`src/rtl/ghn_pkg.sv`:
```
// ----------------------------------------------------------------------------
// ghn_pkg
// Shared types and constants of the gray-level histogram engine.
// ----------------------------------------------------------------------------
package ghn_pkg;

  localparam int PIX_W      = 8;
  localparam int MAX_BINS   = 2 ** PIX_W;
  localparam int OUT_W      = 24;
  localparam int HEIGHT_W   = 9;
  localparam int DIV_STEPS  = HEIGHT_W;
  localparam int DIV_CNT_W  = $clog2(DIV_STEPS);

  typedef enum logic [1:0] {
    OP_CLEAR = 2'd0,
    OP_COUNT = 2'd1,
    OP_READ  = 2'd2
  } ghn_op_t;

  typedef enum logic [1:0] {
    DIV_IDLE,
    DIV_RUN,
    DIV_DONE
  } ghn_div_state_t;

  typedef struct packed {
    logic busy;
    logic done;
  } ghn_div_stat_t;

  typedef struct packed {
    logic [1:0]       op;
    logic [PIX_W-1:0] pixel_value;
    logic [PIX_W-1:0] bin_index;
  } ghn_req_t;

  typedef struct packed {
    logic [OUT_W-1:0]    bin_count;
    logic [OUT_W-1:0]    peak_count;
    logic [HEIGHT_W-1:0] bar_height;
  } ghn_rsp_t;

endpackage

```
`src/rtl/ghn_divider.sv`:
```
// ----------------------------------------------------------------------------
// ghn_divider
// Restoring divider for bar height: count * 256 / peak, one bit per cycle.
// ----------------------------------------------------------------------------
module ghn_divider import ghn_pkg::*; #(
  parameter int COUNT_BITS = 24
) (
  input  logic                  clk,
  input  logic                  rst,
  input  logic                  start,
  input  logic [COUNT_BITS-1:0] num,
  input  logic [COUNT_BITS-1:0] den,
  input  logic                  take,
  output ghn_div_stat_t         stat,
  output logic [HEIGHT_W-1:0]   quot
);

  ghn_div_state_t        state, state_next;
  logic [DIV_CNT_W-1:0]  cnt;
  logic [COUNT_BITS:0]   rem;
  logic [COUNT_BITS:0]   rsub;
  logic [COUNT_BITS-1:0] dvs;
  logic [HEIGHT_W-1:0]   q;
  logic                  den_zero;
  logic                  ge;

  assign ge   = rem >= {1'b0, dvs};
  assign rsub = ge ? rem - {1'b0, dvs} : rem;

  always_ff @(posedge clk) begin
    if (rst) begin
      state <= DIV_IDLE;
    end else begin
      state <= state_next;
    end
  end

  always_comb begin
    state_next = state;
    case (state)
      DIV_IDLE: if (start) state_next = DIV_RUN;
      DIV_RUN:  if (cnt == '0) state_next = DIV_DONE;
      DIV_DONE: if (take) state_next = DIV_IDLE;
      default:  state_next = DIV_IDLE;
    endcase
  end

  always_ff @(posedge clk) begin
    if (state == DIV_IDLE && start) begin
      rem      <= {1'b0, num};
      dvs      <= den;
      q        <= '0;
      cnt      <= DIV_CNT_W'(DIV_STEPS - 1);
      den_zero <= (den == '0);
    end else if (state == DIV_RUN) begin
      rem <= {rsub[COUNT_BITS-1:0], 1'b0};
      q   <= {q[HEIGHT_W-2:0], ge};
      cnt <= cnt - 1'b1;
    end
  end

  assign stat.busy = (state != DIV_IDLE);
  assign stat.done = (state == DIV_DONE);
  assign quot      = den_zero ? '0 : q;

endmodule

```
`config.mk`:
```
export PLATFORM = sky130hd
export DESIGN_NAME = ghn_divider
export DESIGN_NICKNAME = d
export VERILOG_FILES = /design/src/rtl/ghn_pkg.sv /design/src/rtl/ghn_divider.sv
export SDC_FILE = /design/constraint.sdc
export NUM_CORES = 1
export LEC_CHECK = 0
export BUFFER_PORTS_ARGS = -buffer_cell sky130_fd_sc_hd__buf_2
export CAP_MARGIN = 10
export CORE_MARGIN = 2
export CORE_UTILIZATION = 50
export DETAILED_ROUTE_END_ITERATION = 7
export PLACE_DENSITY = 0.72
export SETUP_SLACK_MARGIN = 0.5
export SLEW_MARGIN = 15
export SYNTH_ARGS = -nofsm -noshare
export SYNTH_HDL_FRONTEND = slang
export SYNTH_SLANG_ARGS = --single-unit
```
`constraint.sdc`:
```
create_clock -name clk -period 3.14 [get_ports clk]
set_input_delay 0.628 -clock clk [delete_from_list [all_inputs] [get_ports clk]]
set_output_delay 0.628 -clock clk [all_outputs]
set_load 0.01 [all_outputs]
```
==> results of run 1 <==
## logic make-up after synthesis
logic type | share of synthesized area
flip-flops | 0.458
AND/OR/NAND/NOR | 0.176
adder cells (fa/ha/maj) | 0.0851
AO/OA/AOI/OAI | 0.169
multiplexers | 0.0230
buffers and inverters | 0.0461
XOR/XNOR | 0.0425
## per-stage QoR
stage	utilization	cell area, sq um	hold WS, ps
after global placement	0.568	4350	448
final	0.649	4960	463
after detailed placement	0.568	4350	455
after CTS	0.624	4770	448
after global routing	0.649	4960	465
after floorplan	-	3910	431
## sequential cells by signal, indices dropped and copies added (netlist names)
register and cells:
rem 25, state 2, q 9, dvs 24, den_zero 1, cnt 4
## repair_timing
| item | CTS | global route |
|---|---|---|
| buffers inserted | 14 | 10 |
| setup endpoints to repair | 24 | 25 |
| pin swaps | 13 | 14 |
| resized for setup | 25 | 38 |
| gates cloned | 3 | 1 |
## where the power goes
part | internal [mW] | switching (mW) | leakage (nW)
combinational | 1.46 | 1.57 | 1.49
sequential | 1.27 | 0.167 | 0.601
clock | 0.328 | 0.333 | 0.0894
total | 3.06 | 2.07 | 2.18
## critical path, stage by stage, from the launching register on
cell and delay (ps):
edfxtp_1 450, ha_4 260, and3_4 150, a221o_1 390, a21oi_2 180, o21a_1 180
o21ai_4 90, a41o_4 300, buf_6 130, or3_1 300, o21ai_1 90, nor3_1 60
## area by class of cell
class                      count  area, sq um
multi-input combinational    311         2120
inverter                      35          131
timing repair buffer          96          621
clock buffer                  13          159
sequential                    65         1790
clock inverter                 3         17.5
tap                          102          128
fill                         616         2680
## how the worst max path moves through the flow
stage	cells after the start	slack, ps	end	from
5_1_grt	12	200	rem[23]$_DFFE_PP_	rem[0]$_SDFFCE_PN0P_
4_1_cts	12	400	rem[23]$_DFFE_PP_	rem[0]$_SDFFCE_PN0P_
6_report	11	310	rem[11]$_DFFE_PP_	rem[10]$_DFFE_PP_
3_3_place_gp	11	270	rem[11]$_DFFE_PP_	rem[8]$_DFFE_PP_
2_1_floorplan	10	510	rem[24]$_SDFFE_PP0P_	rem[8]$_DFFE_PP_
3_5_place_dp	11	180	rem[11]$_DFFE_PP_	rem[8]$_DFFE_PP_
## cell usage in the layout, fill, tap and decap left out, types with 16 or more instances in the layout
cell type,count
ha_1,18
buf_4,25
nor2_1,37
o21ai_0,25
nand2_1,44
edfxtp_1,49
a21oi_1,34
inv_1,31
nor2b_1,18
buf_2,62
dfxtp_1,16
## layer usage
| metal | share of wire | GRT usage | wire (um) | up-vias |
|---|---|---|---|---|
| met1 | 0.43 | 0.291 | 4150 | 1583 |
| met5 | 0 | 0 | 0 | - |
| met2 | 0.47 | 0.371 | 4460 | 143 |
| met4 | 0.034 | 0.124 | 327 | 0 |
| li1 | - | - | - | 1701 |
| met3 | 0.066 | 0.0480 | 631 | 30 |
==> metrics, run 1 <==
status=finished clean; hold_buf cts=0; Max Root-Sink Buffers=2; worst min-delay path class=primary input to flip-flop; first-pass GRT wire length=15400 um; final hold violation count=0; post-DP HPWL=6110 um; area leader, netlist=edfxtp_1; # H-tree levels=3; #FFs+latches synth=65; final non-filler cell total=625; row count=32; Peak VDD IR=0.000429 V; power per cell area=1030 nW/um^2; Commonest cells post-synth=49 x edfxtp_1, 46 x nand2_1, 39 x nor2_1; area delta synth->final=26.9%; Net Count, Synth=501; share of cells above drive strength 1=0.279; DRC Markers=0; CTS Buf Count=9; Clock Tree Root=clkbuf_8; fin crit share=0.900; Period minus WS final=2830 ps; Netlist cell types=45; Max Clk Rate=0.354 GHz; Chip Height=92.4 um; CTS clk-pin slew, worst paths=80 ps; Worst Skew=9.96 ps; Pwr Total=5.13 mW; measured slew at the worst slew-check pin=1050 ps; Reg2Reg Capture Point=rem[11]$_DFFE_PP_; vias in the first global route=3235; wire per inst=15.3 um; Initial Util=0.511; Die Wd=92.4 um; Post-Synthesis Cells=423; Routed WL=9570 um; unrepaired setup endpoints after global routing=true; Pins Over Slew Limit=0; IO Pins=63; Die ar.=8550 sq um; DR iter-0 viols=307; largest net degree at the start of global routing=45; total gr overflow=0; top-area cell type share of the netlist area=0.376; FF-to-FF Start=rem[10]$_DFFE_PP_; Setup WS post-layout=313 ps; Setup-failing EPs final=0; worst hold start=rst; critical path class=flip-flop to flip-flop; Via density=5.53; core area=7650 sq um; ys async rst share=0; pre-CTS setup slack=177 ps; Slew Limit Headroom=0.296; GPL Wtd Cong=0.871; IO buf count=62; Hold EP=state[0]$_SDFFE_PP0P_; CTS tree=yes; Post-synth top flop=edfxtp_1; Overall Global Routing Usage=0.230; Avg Cell Area, Syn=9.25 sq um; synth top area cells=edfxtp_1 38%, dfxtp_1 8.2%, ha_1 8.0%, o21ai_0 4.7%, a21oi_1 4.6%; Worst Setup Start Kind=flip-flop; Max-Cap Viols=0; n_diodes=0; Routed Antenna Nets=0; Leak Pwr=2.18 nW; Seq/Total Area, Yosys=0.458; initial antenna violation count=0; Nets=596; Arr. time, crit path=2930 ps; Mapped Area=3910 sq um; Inst Count DP=581; Worst Path Required=3240 ps; most common cell in the netlist=edfxtp_1; Yosys warnings=0; Initial DRT Pass Iterations=5; FF-to-FF path depth=11; vias after detailed routing=3457; clk_lat worst skew=350 ps; CP endpoint kind=flip-flop; number of flops mapped to enable cells by yosys=49; CTS sink count=65; setup TNS=0 ps; hold path depth=2; r2r setup slk=310 ps; crit path max fanout=6
Power figures use the tool's default switching activity.
==> run 2, diff against run 1 <==
==> constraint.sdc (replaced) <==
create_clock -name clk -period 3.6 [get_ports clk]
set_input_delay 0.72 -clock clk [delete_from_list [all_inputs] [get_ports clk]]
set_output_delay 0.72 -clock clk [all_outputs]
set_load 0.01 [all_outputs]
==> metrics, run 2 (synthesis gave the netlist of run 1 again) <==
wire per inst=14.9 um; DR iter-0 viols=200; share of cells above drive strength 1=0.189; Peak VDD IR=0.000399 V; Worst path max stage delay=410 ps; largest register by flop count=rem; Period minus WS final=2980 ps; Worst Skew=8.86 ps; unrepaired setup endpoints after global routing=false; clk_lat worst skew=340 ps; Max Clk Rate=0.336 GHz; vias after detailed routing=3276; GR Layer Usage met3=0.0431; final hold violation count=0; n_diodes=0; Routed Antenna Nets=0; Setup WS post-layout=620 ps; Die ar.=8550 sq um; CTS sink count=65; CP bufs+invs=0; crit-path cells=ha_1, nor2b_1, o31a_1, o211ai_1, a21boi_0, o311a_1, a211o_1, xor2_1, mux2i_1, a21oi_1; Setup-failing EPs final=0; Arr. time, crit path=3040 ps; Finished Cell Area=4650 sq um; crit-path leading delay family=compound AO/OA/AOI/OAI gates; Max Root-Sink Buffers=2; WHS=467 ps; DRC Markers=0; CTS Buf Count=9; CTS clk-pin slew, worst paths=80 ps; crit path max fanout=4; most frequent cells in the layout=62 x buf_2, 49 x edfxtp_1, 46 x nand2_1, 39 x nor2_1, 37 x o21ai_0; status=finished clean; Chip Height=92.4 um; most common cell after layout, fill and taps aside=buf_2; Worst Setup Start Kind=flip-flop; IO Pins=63; Die Wd=92.4 um; Initial Util=0.511; Nets=571; first-pass GRT wire length=14600 um; post-DP HPWL=6420 um; CP endpoint kind=flip-flop; CTS tree=yes; grt met2 use=0.367; Max-Cap Viols=0; Pins Over Slew Limit=0; pre-CTS setup slack=557 ps; Pwr Total=4.00 mW; initial antenna violation count=0; Worst Path Required=3660 ps; Via density=5.46; row count=32; worst min-delay path class=flip-flop to flip-flop; GPL Wtd Cong=0.868; Routed WL=8940 um; largest net degree at the start of global routing=45; # H-tree levels=3; max reg flops=25; core area=7650 sq um; FILL cells=677; Clock Tree Root=clkbuf_8; GRT Max-Usage Layer=met2; vias in the first global route=3206; area delta synth->final=19.0%; Initial DRT Pass Iterations=5; top flop regs=rem (25), dvs (24), q (9); critical path class=flip-flop to flip-flop; Leak Pwr=2.05 nW; placed instance area=4350 sq um; GR Util met1=0.274; power per cell area=860 nW/um^2; IO buf count=62; measured slew at the worst slew-check pin=571 ps; Slew Limit Headroom=0.616; Slowest-stage cell, CP=o311a_1; Overall Global Routing Usage=0.215; fin crit share=0.828; total gr overflow=0; setup TNS=0 ps
==> run 2: cell type report <==
cell class / count / area (sq um) / area share
tap: 102 / 128 / 0.0274
sequential: 65 / 1790 / 0.385
clock buffer: 11 / 141 / 0.0304
inverter: 35 / 131 / 0.0282
clock inverter: 5 / 62.6 / 0.0134
multi-input combinational: 311 / 1990 / 0.428
timing repair buffer: 71 / 408 / 0.0877
==> run 2: layer usage <==
layer / up-vias / wire [um] / part of all wire
met5: - / 0 / 0
met4: 0 / 108 / 0.012
met3: 8 / 408 / 0.046
met2: 86 / 4350 / 0.49
met1: 1533 / 4070 / 0.46
li1: 1649 / - / -
==> run 2: power breakdown <==
| group | internal [mW] | switching [mW] | leakage (nW) |
|---|---|---|---|
| clock network | 0.344 | 0.299 | 0.0966 |
| registers | 1.11 | 0.140 | 0.601 |
| logic | 0.946 | 1.16 | 1.36 |
| total | 2.40 | 1.60 | 2.05 |
==> run 2: timing repair <==
| action | 4_1_cts | 5_1_grt |
|---|---|---|
| setup buffers | 0 | 3 |
| setup endpoints to repair | 0 | 18 |
| hold buffers | 0 | 0 |
| resized for setup | 0 | 6 |
==> run 2: stage by stage <==
| step | instances | utilization |
|---|---|---|
| 2_1_floorplan | 423 | - |
| 3_3_place_gp | 580 | 0.569 |
| 3_5_place_dp | 580 | 0.569 |
| 4_1_cts | 596 | 0.596 |
| 5_1_grt | 600 | 0.608 |
| 6_report | 600 | 0.608 |
==> run 2: worst min-delay path, cell delays in order (launching register included) <==
cell and delay (ps):
dfxtp_1 310, nand2_1 50, o21ai_0 60
==> run 2: path summary, 6_finish.rpt <==
| path | from | end | slack [ps] | cells past startpoint |
|---|---|---|---|---|
| setup / recovery | rem[2]$_DFFE_PP_ | rem[23]$_DFFE_PP_ | 620 | 10 |
| hold reg to reg | q[8]$_SDFFE_PP0P_ | q[8]$_SDFFE_PP0P_ | 470 | 2 |
| hold / removal | q[8]$_SDFFE_PP0P_ | q[8]$_SDFFE_PP0P_ | 470 | 2 |
| setup reg to reg | rem[2]$_DFFE_PP_ | rem[23]$_DFFE_PP_ | 620 | 10 |
